$ cat config.mk
export PLATFORM = sky130hd
export DESIGN_NAME = ansi_escape_rewriter_top
export DESIGN_NICKNAME = d
export VERILOG_FILES = /design/src/hdl/aer_pkg.sv /design/src/hdl/aer_front.sv /design/src/hdl/aer_queue.sv /design/src/hdl/aer_back.sv /design/src/hdl/ansi_escape_rewriter_top.sv
export SDC_FILE = /design/constraint.sdc
export NUM_CORES = 1
export LEC_CHECK = 0
export BUFFER_PORTS_ARGS = -buffer_cell sky130_fd_sc_hd__buf_2
export CAP_MARGIN = 20
export CORE_UTILIZATION = 54
export CTS_CLUSTER_SIZE = 8
export DETAILED_ROUTE_END_ITERATION = 12
export GPL_TIMING_DRIVEN = 0
export HOLD_SLACK_MARGIN = 0.05
export PLACE_DENSITY = 0.75
export SLEW_MARGIN = 20
export SYNTH_ARGS = -nofsm -noshare
export SYNTH_HDL_FRONTEND = slang
export SYNTH_HIERARCHICAL = 1
export SYNTH_SLANG_ARGS = --single-unit
$ cat constraint.sdc
create_clock -name clock -period 3.4 [get_ports clock]
set_clock_uncertainty 0.15 [all_clocks]
set_input_delay 0.51 -clock clock [delete_from_list [all_inputs] [get_ports clock]]
set_output_delay 0.51 -clock clock [all_outputs]
set_load 0.01 [all_outputs]
$ cat src/hdl/aer_pkg.sv
// ----------------------------------------------------------------------------
// aer_pkg: shared definitions for the ANSI escape rewriter
// Character codes, the queued job format, the held prefix table and the
// queue sizing used by the front, the queue and the back end.
// ----------------------------------------------------------------------------
package aer_pkg;

   // Character codes recognized by the parser.
   localparam logic [7:0] CH_ESC = 8'h1B;
   localparam logic [7:0] CH_LBR = 8'h5B;
   localparam logic [7:0] CH_S   = 8'h73;
   localparam logic [7:0] CH_U   = 8'h75;
   localparam logic [7:0] CH_QM  = 8'h3F;
   localparam logic [7:0] CH_7   = 8'h37;
   localparam logic [7:0] CH_8   = 8'h38;
   localparam logic [7:0] CH_2   = 8'h32;
   localparam logic [7:0] CH_0   = 8'h30;
   localparam logic [7:0] CH_6   = 8'h36;
   localparam logic [7:0] CH_H   = 8'h68;
   localparam logic [7:0] CH_L   = 8'h6C;

   // Queue between the parser and the serializer.
   localparam int QUEUE_DEPTH = 4;
   localparam int QUEUE_PTR_W = $clog2(QUEUE_DEPTH);
   localparam int QUEUE_CNT_W = $clog2(QUEUE_DEPTH + 1);

   // One output burst: the first plen bytes of the held prefix, then last_byte.
   typedef struct packed {
      logic [2:0] plen;
      logic [7:0] last_byte;
   } job_type;

   // Queue status seen by both ends.
   typedef struct packed {
      logic full;
      logic empty;
   } queue_status_type;

   // Bytes held back while a sequence is being matched, in arrival order.
   function automatic logic [7:0] prefix_byte(input logic [2:0] idx);
      logic [7:0] b;
      case (idx)
         3'd0:    b = CH_ESC;
         3'd1:    b = CH_LBR;
         3'd2:    b = CH_QM;
         3'd3:    b = CH_2;
         3'd4:    b = CH_0;
         3'd5:    b = CH_2;
         3'd6:    b = CH_6;
         default: b = 8'h00;
      endcase
      return b;
   endfunction

   // Byte that extends the synchronized-output prefix from a given stage.
   function automatic logic [7:0] next_match(input logic [2:0] stage);
      logic [7:0] b;
      case (stage)
         3'd3:    b = CH_2;
         3'd4:    b = CH_0;
         3'd5:    b = CH_2;
         3'd6:    b = CH_6;
         default: b = 8'h00;
      endcase
      return b;
   endfunction

endpackage

$ cat src/hdl/aer_front.sv
// ----------------------------------------------------------------------------
// aer_front: escape sequence parser
// Tracks how far an escape sequence has matched and turns each accepted
// byte into at most one output job for the back end.
// ----------------------------------------------------------------------------
module aer_front (
   input  logic             clock,
   input  logic             reset,
   input  logic             accept,
   input  logic [7:0]       in_byte,
   output logic             job_valid,
   output aer_pkg::job_type job
);
   import aer_pkg::*;

   // Parser stages, each named after the bytes already held back.
   localparam logic [2:0] ST_NORMAL = 3'd0;
   localparam logic [2:0] ST_ESC    = 3'd1;
   localparam logic [2:0] ST_CSI    = 3'd2;
   localparam logic [2:0] ST_QM     = 3'd3;
   localparam logic [2:0] ST_Q2     = 3'd4;
   localparam logic [2:0] ST_Q20    = 3'd5;
   localparam logic [2:0] ST_Q202   = 3'd6;
   localparam logic [2:0] ST_Q2026  = 3'd7;

   logic [2:0] stage_ff;
   logic [2:0] stage_in;
   logic [2:0] next_stage;

   // Classify the current byte against the current stage.
   always_comb begin
      next_stage    = ST_NORMAL;
      job_valid     = 1'b0;
      job.plen      = 3'd0;
      job.last_byte = in_byte;
      unique case (stage_ff)
         ST_NORMAL: begin
            if (in_byte == CH_ESC) begin
               next_stage = ST_ESC;
            end else begin
               job_valid = 1'b1;
            end
         end
         ST_ESC: begin
            if (in_byte == CH_LBR) begin
               next_stage = ST_CSI;
            end else if (in_byte == CH_ESC) begin
               // The first ESC goes out alone; the second one is held again.
               job_valid  = 1'b1;
               next_stage = ST_ESC;
            end else begin
               job_valid = 1'b1;
               job.plen  = 3'd1;
            end
         end
         ST_CSI: begin
            if (in_byte == CH_S) begin
               job_valid     = 1'b1;
               job.plen      = 3'd1;
               job.last_byte = CH_7;
            end else if (in_byte == CH_U) begin
               job_valid     = 1'b1;
               job.plen      = 3'd1;
               job.last_byte = CH_8;
            end else if (in_byte == CH_QM) begin
               next_stage = ST_QM;
            end else begin
               job_valid = 1'b1;
               job.plen  = stage_ff;
            end
         end
         ST_QM, ST_Q2, ST_Q20, ST_Q202: begin
            if (in_byte == next_match(stage_ff)) begin
               next_stage = stage_ff + 3'd1;
            end else begin
               job_valid = 1'b1;
               job.plen  = stage_ff;
            end
         end
         ST_Q2026: begin
            // The synchronized-output switch is dropped entirely.
            if (in_byte != CH_H && in_byte != CH_L) begin
               job_valid = 1'b1;
               job.plen  = stage_ff;
            end
         end
         default: begin
            next_stage = ST_NORMAL;
         end
      endcase
   end

   // The stage only moves on an accepted transaction.
   assign stage_in = accept ? next_stage : stage_ff;

   always_ff @(posedge clock) begin
      if (reset) begin
         stage_ff <= ST_NORMAL;
      end else begin
         stage_ff <= stage_in;
      end
   end

endmodule

$ cat src/hdl/aer_queue.sv
// ----------------------------------------------------------------------------
// aer_queue: job queue
// A short first-in first-out store that lets the parser and the serializer
// stall independently of each other.
// ----------------------------------------------------------------------------
module aer_queue (
   input  logic                      clock,
   input  logic                      reset,
   input  logic                      push,
   input  aer_pkg::job_type          push_job,
   input  logic                      pop,
   output aer_pkg::job_type          head_job,
   output aer_pkg::queue_status_type status
);
   import aer_pkg::*;

   job_type                  entry_ff [QUEUE_DEPTH];
   logic [QUEUE_PTR_W-1:0]   wr_ptr_ff;
   logic [QUEUE_PTR_W-1:0]   wr_ptr_in;
   logic [QUEUE_PTR_W-1:0]   rd_ptr_ff;
   logic [QUEUE_PTR_W-1:0]   rd_ptr_in;
   logic [QUEUE_CNT_W-1:0]   count_ff;
   logic [QUEUE_CNT_W-1:0]   count_in;
   logic                     do_push;
   logic                     do_pop;

   assign status.full  = (count_ff == QUEUE_CNT_W'(QUEUE_DEPTH));
   assign status.empty = (count_ff == '0);
   assign do_push      = push && !status.full;
   assign do_pop       = pop && !status.empty;
   assign head_job     = entry_ff[rd_ptr_ff];

   // Pointer and occupancy update.
   always_comb begin
      wr_ptr_in = do_push ? wr_ptr_ff + 1'b1 : wr_ptr_ff;
      rd_ptr_in = do_pop ? rd_ptr_ff + 1'b1 : rd_ptr_ff;
      count_in  = count_ff;
      if (do_push && !do_pop) begin
         count_in = count_ff + 1'b1;
      end else if (do_pop && !do_push) begin
         count_in = count_ff - 1'b1;
      end
   end

   always_ff @(posedge clock) begin
      if (reset) begin
         wr_ptr_ff <= '0;
         rd_ptr_ff <= '0;
         count_ff  <= '0;
      end else begin
         wr_ptr_ff <= wr_ptr_in;
         rd_ptr_ff <= rd_ptr_in;
         count_ff  <= count_in;
      end
   end

   // Storage needs no reset.
   always_ff @(posedge clock) begin
      if (do_push) begin
         entry_ff[wr_ptr_ff] <= push_job;
      end
   end

endmodule

$ cat src/hdl/aer_back.sv
// ----------------------------------------------------------------------------
// aer_back: output serializer
// Walks the job at the head of the queue into the result register one byte
// per cycle while the result is not stalled, and retires the job with its last byte.
// ----------------------------------------------------------------------------
module aer_back (
   input  logic                      clock,
   input  logic                      reset,
   input  aer_pkg::job_type          head_job,
   input  aer_pkg::queue_status_type status,
   output logic                      pop,
   input  logic                      rsp_stall,
   output logic                      rsp_valid,
   output logic [7:0]                rsp_out_byte,
   output logic                      rsp_is_last
);
   import aer_pkg::*;

   logic [2:0] idx_ff;
   logic [2:0] idx_in;
   logic       valid_ff;
   logic       valid_in;
   logic [7:0] byte_ff;
   logic [7:0] byte_in;
   logic       last_ff;
   logic       last_in;
   logic       load;
   logic       at_end;

   // The result register takes a new byte when empty or when its transaction completes.
   assign load   = !valid_ff || !rsp_stall;
   assign at_end = (idx_ff == head_job.plen);
   assign pop    = load && !status.empty && at_end;

   always_comb begin
      idx_in   = idx_ff;
      valid_in = valid_ff;
      byte_in  = byte_ff;
      last_in  = last_ff;
      if (load) begin
         valid_in = !status.empty;
         if (!status.empty) begin
            byte_in = at_end ? head_job.last_byte : prefix_byte(idx_ff);
            last_in = at_end;
            idx_in  = at_end ? 3'd0 : idx_ff + 3'd1;
         end
      end
   end

   always_ff @(posedge clock) begin
      if (reset) begin
         idx_ff   <= 3'd0;
         valid_ff <= 1'b0;
      end else begin
         idx_ff   <= idx_in;
         valid_ff <= valid_in;
      end
   end

   always_ff @(posedge clock) begin
      byte_ff <= byte_in;
      last_ff <= last_in;
   end

   assign rsp_valid    = valid_ff;
   assign rsp_out_byte = byte_ff;
   assign rsp_is_last  = last_ff;

`ifndef SYNTHESIS
   // The byte index never runs past the prefix length of the job being sent.
   a_idx_in_range: assert property (@(posedge clock) disable iff (reset)
      !status.empty |-> (idx_ff <= head_job.plen))
      else $error("serializer index beyond job length");

   // With no job waiting the serializer sits at the start of a burst.
   a_idx_idle: assert property (@(posedge clock) disable iff (reset)
      status.empty |-> (idx_ff == 3'd0))
      else $error("serializer index not cleared while queue is empty");

   // A stalled result freezes the walk through the current job.
   a_stall_holds_idx: assert property (@(posedge clock) disable iff (reset)
      (valid_ff && rsp_stall) |=> (idx_ff == $past(idx_ff)))
      else $error("serializer advanced while the result was stalled");

   // A job is retired only together with its flagged final byte.
   a_pop_with_last: assert property (@(posedge clock) disable iff (reset)
      pop |=> (valid_ff && last_ff))
      else $error("job retired without a final byte");
`endif

endmodule

$ cat src/hdl/ansi_escape_rewriter_top.sv
// ----------------------------------------------------------------------------
// ansi_escape_rewriter_top: terminal escape sequence rewriter
// Rewrites save/restore cursor sequences, drops the synchronized-output
// switch and passes everything else through unchanged.
// ----------------------------------------------------------------------------
// Usage:
//   The req_ channel carries one terminal byte per transaction; a transaction
//   completes at a rising edge with req_valid high and req_stall low.
//   The rsp_ channel delivers zero to eight bytes per input byte in order;
//   rsp_is_last flags the final byte caused by one input byte.
//   Bytes that may start a recognized sequence are held back and produce no
//   output until the sequence is resolved.
//   The first output byte of an input transaction is written to the job queue
//   and then to the output register before it is presented.
//   Throughput: one input byte per cycle while each produces at most one
//   output byte and no stall holds the flow; a replay burst goes out through
//   the single-byte-per-cycle serializer.
//   A four-entry job queue sits between parser and serializer; req_stall
//   rises only when that queue is full.
//   When rsp_stall is high the current output byte holds and the queue fills.
//   Synchronous reset returns the parser to normal text and empties the queue
//   and the output register.
// ----------------------------------------------------------------------------
module ansi_escape_rewriter_top (
   input  logic       clock,
   input  logic       reset,
   input  logic       req_valid,
   output logic       req_stall,
   input  logic [7:0] req_in_byte,
   output logic       rsp_valid,
   input  logic       rsp_stall,
   output logic [7:0] rsp_out_byte,
   output logic       rsp_is_last
);
   import aer_pkg::*;

   logic             req_accept;
   logic             job_valid;
   job_type          front_job;
   job_type          head_job;
   queue_status_type status;
   logic             pop;

   // Input transactions are refused only when the queue has no room.
   assign req_stall  = status.full;
   assign req_accept = req_valid && !req_stall;

   aer_front u_front (
      .clock     (clock),
      .reset     (reset),
      .accept    (req_accept),
      .in_byte   (req_in_byte),
      .job_valid (job_valid),
      .job       (front_job)
   );

   aer_queue u_queue (
      .clock    (clock),
      .reset    (reset),
      .push     (req_accept && job_valid),
      .push_job (front_job),
      .pop      (pop),
      .head_job (head_job),
      .status   (status)
   );

   aer_back u_back (
      .clock        (clock),
      .reset        (reset),
      .head_job     (head_job),
      .status       (status),
      .pop          (pop),
      .rsp_stall    (rsp_stall),
      .rsp_valid    (rsp_valid),
      .rsp_out_byte (rsp_out_byte),
      .rsp_is_last  (rsp_is_last)
   );

endmodule

==> flow_summary_export.csv, run 1 <==
group,metric,value,unit
sta,rsz0062_at_grt,"yes",
placed_design,dpl_cell_area,3586,µm²
drt,dr.first_iter.drc_count,121,
cts,clock_path_buffers,2,
floorplanning,fp-row-count,28,
floorplanning,die_h,81.26,µm
global_route,grt_util_all_layers,20.11,%
layout,final_cell_mix,"edfxtp_1, buf_2, nor2_1",
setup_path,path_class,"reg2reg",
cts,h-tree-depth,3,
global_route,grt_pass1_wl,9425,µm
setup_path,crit_path_max_incr_delay,0.51,ns
cts,clk_latency,0.33,ns
layout,drive_gt1_share,32.33,%
yosys,synth_cells,249,
placed_design,io_buffer_count,20,
power_and_ir_drop,powerDensity,661.1,nW/µm²
floorplanning,ios,23,
placed_design,dp_hpwl,4079,µm
sta,drv_slew,0,
cts,cts_made_buffers,9,
yosys,syn-num-nets,276,
drt,wl_met1,2462,µm
setup_path,crit_required,3.52,ns
setup_path,worstSetupEndpointType,"register",
drt,ant_nets,0,
setup_path,crit_path_top_delay_cell,"or4b_4",
drt,drc_errors,0,
cts,cts.clk_slew.worst_paths,0.07,ns
yosys,ys_types,58,
layout,nets,322,
drt,viasPerCell,5.669,
sta,post-route-min-period,3.391,ns
yosys,ys_seq_area_share,56.36,%
sta,setup_viol,0,
global_route,antenna_found_initial,0,
drt,route.met2.wl,3164,µm
drt,highest_layer,"met4",
cts,cts-root-buf,"clkbuf_8",
sta,relSlewSlack,50.01,%
sta,finalHoldViolations,0,
power_and_ir_drop,peakVddDrop,0.0003747,V
yosys,synthesis.area,3392,µm²
drt,num_vias,2126,
cts,clkSinkCount,69,
setup_path,critical_path.max_fanout,6,
drt,finalWirelength,5924,µm
layout,final_cell_area,3968,µm²
yosys,yosys_warnings,6,
layout,postLayoutCoreUtil,66.23,%
setup_path,cp.arrival,3.51,ns
sta,post-route-period-util,99.75,%
floorplanning,die_area,6602,µm²
drt,firstDrtPassIters,4,
yosys,synth_ff_type,"edfxtp_1",
status,run_status,"finished, final reports clean",
sta,fmax,294.9,MHz
worst_hold_path,worstHoldPathType,"in2reg",
layout,areaGrowthSynthToFinish,16.97,%
yosys,avgSynthCellArea,13.62,µm²
yosys,postSynth.asyncResetShare,0,%
yosys,ys_ff_latch,69,
layout,diodes,0,
cts,cts_tree,"built",
floorplanning,coreArea,5991,µm²
global_route,gr-total-overflow,0,
run,drv_cap,0,
power_and_ir_drop,p_leak,1.481,nW
global_route,grt_pass1_vias,2085,
setup_path,path_buf_inv,3,
drt,post_drt_wl_per_cell,15.80,µm
setup_path,startpoint_type,"register",
setup_path,worstPathCellList,"inv_4, ha_4, or4b_4, o21ai_2, and3b_1, or2_1, o21a_1, and3b_1, inv_2, nor2_4, ha_2, inv_2, fa_2, xor2_1, or3_1, a21oi_2",
yosys,synth_edf_count,53,
placed_design,place_congestion,0.8301,
global_route,grt_max_degree,17,
floorplanning,die_x,81.26,µm
floorplanning,start_util,56.62,%
setup_path,crit_family,"simple AND/OR/NAND/NOR gates",
drt,dr_wl_met3,199,µm
sta,worstMarginPinSlew,0.7499,ns
layout,layout_commonest_cell,"edfxtp_1",
worst reg2reg max path, cell delays in order, from the launching register on:
cell	delay (ns)
dfxtp_4	0.39
inv_4	0.06
ha_4	0.18
or4b_4	0.51
o21ai_2	0.09
and3b_1	0.20
or2_1	0.23
o21a_1	0.19
and3b_1	0.18
inv_2	0.08
nor2_4	0.05
ha_2	0.21
inv_2	0.06
fa_2	0.19
xor2_1	0.08
or3_1	0.39
a21oi_2	0.12
power by group:
| group | switching (mW) | total, mW | internal [mW] |
|---|---|---|---|
| Sequential | 0.0801 | 1.20 | 1.12 |
| Combinational | 0.409 | 0.811 | 0.403 |
| Clock | 0.280 | 0.611 | 0.331 |
metrics by stage:
stage          power [mW]  worst slack, ns  hold WS [ns]  setup TNS [ns]  cells
3_5_place_dp        1.956          -0.3339        0.3343         -0.5682    344
6_report            2.623         0.008560        0.2805               0    375
5_1_grt             2.776         -0.09371        0.2660        -0.09371    375
2_1_floorplan       1.769          0.02085        0.3318               0    249
3_3_place_gp        1.929          -0.2352        0.3297         -0.4076    344
4_1_cts             2.599         0.007634        0.2639               0    367
per-layer routing:
metal	vias up	track usage, %
met5	-	0
met2	47	35.63
met3	8	4.045
li1	1035	-
met4	0	11.79
met1	1036	22.26
cell type report:
| cell class | instances | area (µm²) |
|---|---|---|
| timing repair buffer | 35 | 212.7 |
| clock inverter | 6 | 53.80 |
| fill | 429 | 2023 |
| inverter | 11 | 48.80 |
| sequential | 69 | 1923 |
| multi-input combinational | 157 | 1424 |
| buffer | 12 | 83.83 |
| tap | 75 | 93.84 |
| clock buffer | 10 | 127.6 |
state kept, by name, summed over array words and instances (netlist names), named ones only:
name / count
u_queue/wr_ptr_ff: 2
u_queue/count_ff: 3
u_back/rsp_valid: 1
u_queue/rd_ptr_ff: 2
u_back/rsp_is_last: 1
u_front/stage_ff: 3
u_back/rsp_out_byte: 8
u_back/idx_ff: 3
u_queue/entry_ff: 44
cells in the mapped netlist, types with 2 or more instances:
master / number / area share (%)
a21oi_1: 5 / 0.74
a221oi_1: 4 / 1.0
and2_1: 7 / 1.3
and3_1: 3 / 0.55
and3b_1: 3 / 0.77
buf_2: 3 / 0.44
buf_6: 4 / 1.3
clkbuf_1: 5 / 0.55
dfxtp_1: 16 / 9.4
edfxtp_1: 53 / 47
ha_1: 14 / 5.2
inv_1: 10 / 1.1
mux2_4: 5 / 2.2
mux2i_1: 3 / 0.89
mux4_2: 11 / 7.3
nand2_1: 9 / 1.0
nand2b_1: 8 / 1.5
nand3_1: 2 / 0.30
nand3b_1: 3 / 0.66
nor2_1: 16 / 1.8
nor2b_1: 3 / 0.55
nor3_1: 4 / 0.59
nor3b_1: 2 / 0.44
nor4_1: 4 / 0.74
o211ai_1: 2 / 0.44
o21ai_0: 7 / 1.0
o21ai_1: 2 / 0.30
o21bai_1: 2 / 0.44
or3_1: 3 / 0.55
or4b_1: 2 / 0.59
xor2_1: 7 / 1.8
what timing repair did:
item	in CTS	in global routing
gates resized for setup	20	8
endpoints found under the setup margin	2	2
hold endpoints to repair	0	0
hold buffers	0	0
buffers inserted	7	8
pin swaps	3	16
cell families after synthesis:
| group | count (synthesis) | synth area share, % |
|---|---|---|
| compound gates | 36 | 7.599 |
| xor+xnor | 8 | 2.287 |
| fa+ha+maj | 15 | 5.754 |
| buf+inv | 23 | 3.615 |
| flops | 69 | 56.36 |
| mux | 21 | 11.07 |
| simple gates | 77 | 13.32 |
final timing paths:
| check | cells after the start | slack (ns) | to | startpoint |
|---|---|---|---|---|
| worst max-delay path | 16 | 0.009 | u_queue/count_ff[2] | u_front/stage_ff[1] |
| worst min-delay path | 3 | 0.28 | u_back/rsp_valid | rsp_stall |
| worst max register to register | 16 | 0.009 | u_queue/count_ff[2] | u_front/stage_ff[1] |
| worst min register to register | 2 | 0.34 | u_back/rsp_valid | u_back/rsp_valid |
No activity file was read; power rests on OpenSTA's default activity.
==> run 2, diff against run 1 <==
Settings changed: GPL_ROUTABILITY_DRIVEN set to 0, PLACE_DENSITY 0.75 to 0.79.
==> flow_summary_export.csv, run 2 (synthesis results as in run 1) <==
group,metric,value,unit
status,run_status,"finished, violations left",
status,violations,"negative setup slack",
placed_design,dpl_cell_area,3586,µm²
layout,diodes,0,
floorplanning,die_area,6602,µm²
layout,final_cell_area,4010,µm²
sta,drv_slew,0,
setup_path,crit_path_max_incr_delay,0.55,ns
sta,setup_viol,1,
layout,top_register,"u_queue/entry_ff",
layout,final_cells,375,
worst_hold_path,hp-start,"rsp_stall",
run,drv_cap,0,
sta,relSlewSlack,47.21,%
sta,holdWs,0.2761,ns
setup_path,crit_family,"simple AND/OR/NAND/NOR gates",
global_route,grt_util_all_layers,20.74,%
cts,cts_made_buffers,9,
global_route,gr-usage-met1,24.70,%
power_and_ir_drop,peakVddDrop,0.0003508,V
setup_path,r2r-start,"u_front/stage_ff[0]",
layout,largest_register_ffs,44,
setup_path,startpoint,"u_front/stage_ff[0]",
drt,finalWirelength,6192,µm
power_and_ir_drop,powerDensity,680.9,nW/µm²
floorplanning,fp-row-count,28,
setup_path,worstPathCellList,"buf_12, ha_4, or4b_4, o21ai_4, and3b_1, or2_1, o21a_1, and3b_1, inv_2, nor2_4, ha_4, inv_2, fa_2, xor2_2, or3_4, a21oi_2",
floorplanning,start_util,56.62,%
sta,rsz0062_at_grt,"yes",
floorplanning,die_h,81.26,µm
drt,ant_nets,0,
placed_design,io_buffer_count,20,
global_route,grt_pass1_vias,2087,
setup_path,cp.arrival,3.58,ns
global_route,gr-total-overflow,0,
cts,cts_tree,"built",
cts,clk_latency,0.34,ns
global_route,met2_usage,35.55,%
cts,clock_path_buffers,2,
power_and_ir_drop,p_total,2.731,mW
setup_path,path_class,"reg2reg",
worst_hold_path,worstHoldPathType,"in2reg",
power_and_ir_drop,p_leak,1.490,nW
cts,cts-root-buf,"clkbuf_8",
floorplanning,die_x,81.26,µm
layout,drive_gt1_share,33.00,%
setup_path,critical_path.max_fanout,5,
sta,finalHoldViolations,0,
layout,layout_commonest_cell,"edfxtp_1",
cts,cts_hold_buf,0,
floorplanning,coreArea,5991,µm²
cts,h-tree-depth,3,
setup_path,crit_path_top_delay_cell,"or4b_4",
cts,cts.clk_slew.worst_paths,0.07,ns
sta,post-route-min-period,3.453,ns
layout,final_cell_mix,"edfxtp_1, buf_2, nor2_1",
placed_design,place_inst,344,
drt,drc_errors,0,
drt,viasPerCell,5.784,
layout,num-fill-cells,425,
placed_design,dp_hpwl,4049,µm
floorplanning,ios,23,
global_route,grt_pass1_wl,9825,µm
setup_path,startpoint_type,"register",
sta,worstMarginPinSlew,0.7919,ns
sta,setup_ws,-0.05340,ns
sta,fmax,289.6,MHz
global_route,grt_max_degree,17,
drt,post_drt_wl_per_cell,16.51,µm
setup_path,crit_required,3.52,ns
drt,num_vias,2169,
setup_path,worstSetupEndpointType,"register",
sta,post-route-period-util,101.6,%
cts,clkSinkCount,69,
global_route,grt.busiest_layer,"met2",
drt,dr.first_iter.drc_count,151,
drt,firstDrtPassIters,5,
layout,nets,322,
global_route,antenna_found_initial,0,
layout,areaGrowthSynthToFinish,18.22,%
setup_path,path_buf_inv,3,
global_route,grtUsageMet3,5.843,%
## run 2: cell count changes in the layout (fill, tap and decap cells not counted), sizes merged
| cell | previous run | this run |
|---|---|---|
| clkbuf | 15 | 16 |
| bufinv | 1 | 2 |
| clkinv | 5 | 3 |
## run 2: area by class of cell
cell class	instances	area, µm²	area share [%]
Sequential cell	69	1921	47.89
Multi-Input combinational cell	157	1436	35.82
Timing Repair Buffer	35	225.2	5.616
Clock buffer	11	131.4	3.276
Tap cell	75	93.84	2.340
Buffer	12	83.83	2.090
Clock inverter	5	75.07	1.872
Inverter	11	43.79	1.092
## run 2: per-stage QoR
stage / setup TNS [ns] / utilization [%] / setup WS [ns]
CTS: 0 / 65.87 / 0.005031
detailed placement: -0.5845 / 59.86 / -0.3655
finish: -0.05340 / 66.94 / -0.05340
global route: -0.1859 / 66.94 / -0.1265
global placement: -0.4319 / 59.86 / -0.2509
floorplan: 0 / - / 0.02085
## run 2: path summary, 6_finish.rpt
| kind | to | slack (ns) | depth (start not counted) |
|---|---|---|---|
| setup / recovery | u_queue/count_ff[2] | -0.05 | 16 |
| hold / removal | u_back/rsp_valid | 0.28 | 3 |
| setup reg to reg | u_queue/count_ff[2] | -0.05 | 16 |
| hold reg to reg | u_back/rsp_valid | 0.34 | 2 |
## run 2: timing repair
action / 4_1_cts / 5_1_grt
pin swaps: 3 / 10
buffers inserted: 9 / 6
resized for setup: 20 / 6
endpoints found under the setup margin: 2 / 2
## run 2: report_power, final
| part | internal (mW) | switching (mW) |
|---|---|---|
| clock network | 0.410 | 0.288 |
| logic | 0.408 | 0.420 |
| registers | 1.12 | 0.0836 |
## run 2: worst register-to-register path: stages, from the launching register on
cell     delay [ns]
dfxtp_4        0.36
buf_12         0.13
ha_4           0.17
or4b_4         0.55
o21ai_4        0.08
and3b_1        0.20
or2_1          0.23
o21a_1         0.19
and3b_1        0.19
inv_2          0.08
nor2_4         0.05
ha_4           0.18
inv_2          0.05
fa_2           0.20
xor2_2         0.08
or3_4          0.39
a21oi_2        0.12
## run 2: routing by layer
layer / wire, µm / share of wire, %
met5: 0 / 0
met4: 94 / 1.5
met3: 206 / 3.3
met2: 3279 / 53
met1: 2611 / 42
==> run 3, diff against run 2 <==
Settings changed: CORE_UTILIZATION 54 to 56, CTS_BUF_LIST set to sky130_fd_sc_hd__clkbuf_4, PLACE_DENSITY 0.79 to 0.82.
==> flow_summary_export.csv, run 3 (synthesis results as in run 1) <==
group,metric,value,unit
drt,num_vias,2139,
power_and_ir_drop,p_int,1.689,mW
layout,regArea,1923,µm²
floorplanning,start_util,59.77,%
placed_design,io_buffer_count,20,
worst_hold_path,worstHoldPathType,"in2reg",
drt,firstDrtPassIters,4,
cts,clk_latency,0.40,ns
sta,rsz0062_at_grt,"yes",
layout,largest_register_ffs,44,
power_and_ir_drop,p_leak,1.431,nW
global_route,met2_usage,35.21,%
floorplanning,ios,23,
global_route,grtUsageMet3,3.543,%
floorplanning,die_area,6372,µm²
power_and_ir_drop,p_total,2.428,mW
setup_path,ff2ff_setup_slack,-0.04,ns
cts,cts_made_buffers,9,
layout,layout_commonest_cell,"edfxtp_1",
setup_path,crit_path_top_delay_cell,"or4b_4",
layout,diodes,0,
setup_path,r2r-start,"u_front/stage_ff[0]",
floorplanning,die_x,79.83,µm
global_route,grt.busiest_layer,"met2",
global_route,antenna_found_initial,0,
power_and_ir_drop,peakVddDrop,0.0003532,V
layout,drive_gt1_share,31.99,%
setup_path,critical_path.max_fanout,6,
global_route,grt_max_degree,17,
drt,finalWirelength,5999,µm
layout,final_cells,369,
power_and_ir_drop,power_switching_share,30.44,%
layout,final_cell_mix,"edfxtp_1, buf_2, nor2_1",
global_route,grt_pass1_wl,9791,µm
setup_path,worstSetupEndpointType,"register",
cts,clkSinkCount,69,
power_and_ir_drop,pwr-share-clk,17.1,%
cts,cts_hold_buf,0,
placed_design,place_worst_setup_slack,-0.4284,ns
setup_path,startpoint,"u_front/stage_ff[0]",
power_and_ir_drop,net-switching-power,739.1,µW
floorplanning,fp-row-count,27,
setup_path,path_buf_inv,3,
power_and_ir_drop,pwr-share-seq,49.3,%
power_and_ir_drop,powerDensity,625.7,nW/µm²
sta,relSlewSlack,49.21,%
drt,dr.first_iter.drc_count,174,
sta,setup_ws,-0.03526,ns
status,violations,"negative setup slack",
sta,fin_setup_tns,-0.03526,ns
sta,worstMarginPinSlew,0.7619,ns
layout,areaGrowthSynthToFinish,14.39,%
global_route,grt_util_all_layers,21.16,%
cts,cts.clk_slew.worst_paths,0.11,ns
drt,drc_errors,0,
setup_path,path_class,"reg2reg",
power_and_ir_drop,combPwrFrac,33.5,%
layout,multiInputGateArea,1441,µm²
setup_path,endpoint,"u_queue/count_ff[2]",
setup_path,cp.depth,16,
cts,h-tree-depth,3,
sta,fmax,291.1,MHz
setup_path,crit_path_max_incr_delay,0.55,ns
cts,cts_tree,"built",
sta,drv_slew,0,
setup_path,startpoint_type,"register",
setup_path,timing.rr.end,"u_queue/count_ff[2]",
setup_path,crit_family,"simple AND/OR/NAND/NOR gates",
run,drv_cap,0,
global_route,gr-total-overflow,0,
cts,cts-root-buf,"clkbuf_4",
drt,post_drt_wl_per_cell,16.26,µm
floorplanning,coreArea,5675,µm²
layout,num-fill-cells,393,
cts,clock_path_buffers,2,
sta,post-route-min-period,3.435,ns
global_route,gr-usage-met1,25.21,%
setup_path,crit_required,3.58,ns
layout,top_register,"u_queue/entry_ff",
status,run_status,"finished, violations left",
drt,ant_nets,0,
placed_design,place_inst,341,
layout,nets,319,
sta,finalHoldViolations,0,
setup_path,worstPathCellList,"inv_4, ha_4, or4b_4, o21ai_4, and3b_1, or2_1, o21a_1, and3b_1, inv_2, nor2_4, ha_4, inv_2, fa_2, xor2_2, or3_4, a21oi_2",
placed_design,dp_hpwl,4046,µm
global_route,grt_pass1_vias,2121,
drt,viasPerCell,5.797,
floorplanning,die_h,79.83,µm
sta,holdWs,0.2105,ns
setup_path,reg2reg_depth,16,
setup_path,cp.arrival,3.61,ns
sta,setup_viol,1,
sta,post-route-period-util,101.0,%
-- run 3: cell count changes in the layout (fill, tap and decap cells not counted), moves of 2 or more --
cell	before	now
clkinv_1	0	4
clkbuf_4	0	12
clkbuf_1	6	4
buf_4	14	12
bufinv_16	2	0
clkbuf_8	9	0
clkinv_2	3	0
-- run 3: timing repair --
item                       in CTS  in global routing
setup endpoints to repair       2                  2
resized for setup              22                  8
pin swaps                       5                  9
cloned                          0                  0
setup buffers                   7                  5
-- run 3: worst min-delay path by stage --
stage,to,from,depth (start not counted),slack (ns)
after detailed placement,u_back/rsp_valid,u_back/rsp_valid,2,0.33
after CTS,u_back/rsp_valid,rsp_stall,3,0.18
final,u_back/rsp_valid,rsp_stall,3,0.21
after global placement,u_back/rsp_valid,u_back/rsp_valid,2,0.33
after floorplan,u_queue/wr_ptr_ff[1],u_queue/wr_ptr_ff[1],2,0.33
after global routing,u_back/rsp_valid,rsp_stall,3,0.20
-- run 3: stage by stage --
step,utilization (%),area (µm²)
6_report,68.36,3880
5_1_grt,68.36,3880
4_1_cts,67.11,3809
3_5_place_dp,63.12,3582
3_3_place_gp,63.12,3582
2_1_floorplan,-,3392
-- run 3: layer usage --
layer,wire [µm],vias to the layer above
li1,-,1030
met1,2413,1037
met2,3151,60
met3,309,12
met4,125,0
met5,0,-
-- run 3: area by class of cell --
| class | count | share of cell area, % |
|---|---|---|
| Clock inverter | 4 | 0.3870 |
| Buffer | 12 | 2.161 |
| Clock buffer | 12 | 2.322 |
| Timing Repair Buffer | 32 | 4.902 |
| Sequential cell | 69 | 49.56 |
| Multi-Input combinational cell | 157 | 37.15 |
| Tap cell | 72 | 2.322 |
| Inverter | 11 | 1.193 |
-- run 3: power groups by stage --
| stage | Clock [mW] | Combinational, mW | Sequential (mW) |
|---|---|---|---|
| after detailed placement | 0 | 0.744 | 1.22 |
| after floorplan | 0 | 0.535 | 1.23 |
| after global placement | 0 | 0.720 | 1.21 |
| final | 0.416 | 0.814 | 1.20 |
| after global routing | 0.465 | 0.895 | 1.22 |
| after CTS | 0.427 | 0.780 | 1.20 |
-- run 3: worst reg2reg max path, delay by kind of cell, from the launching register on --
| kind | cells | cell delay (ns) |
|---|---|---|
| buf+inv | 3 | 0.18 |
| simple gates | 6 | 1.60 |
| fa+ha+maj | 3 | 0.56 |
| compound gates | 3 | 0.40 |
| xor+xnor | 1 | 0.08 |
| flops | 1 | 0.40 |
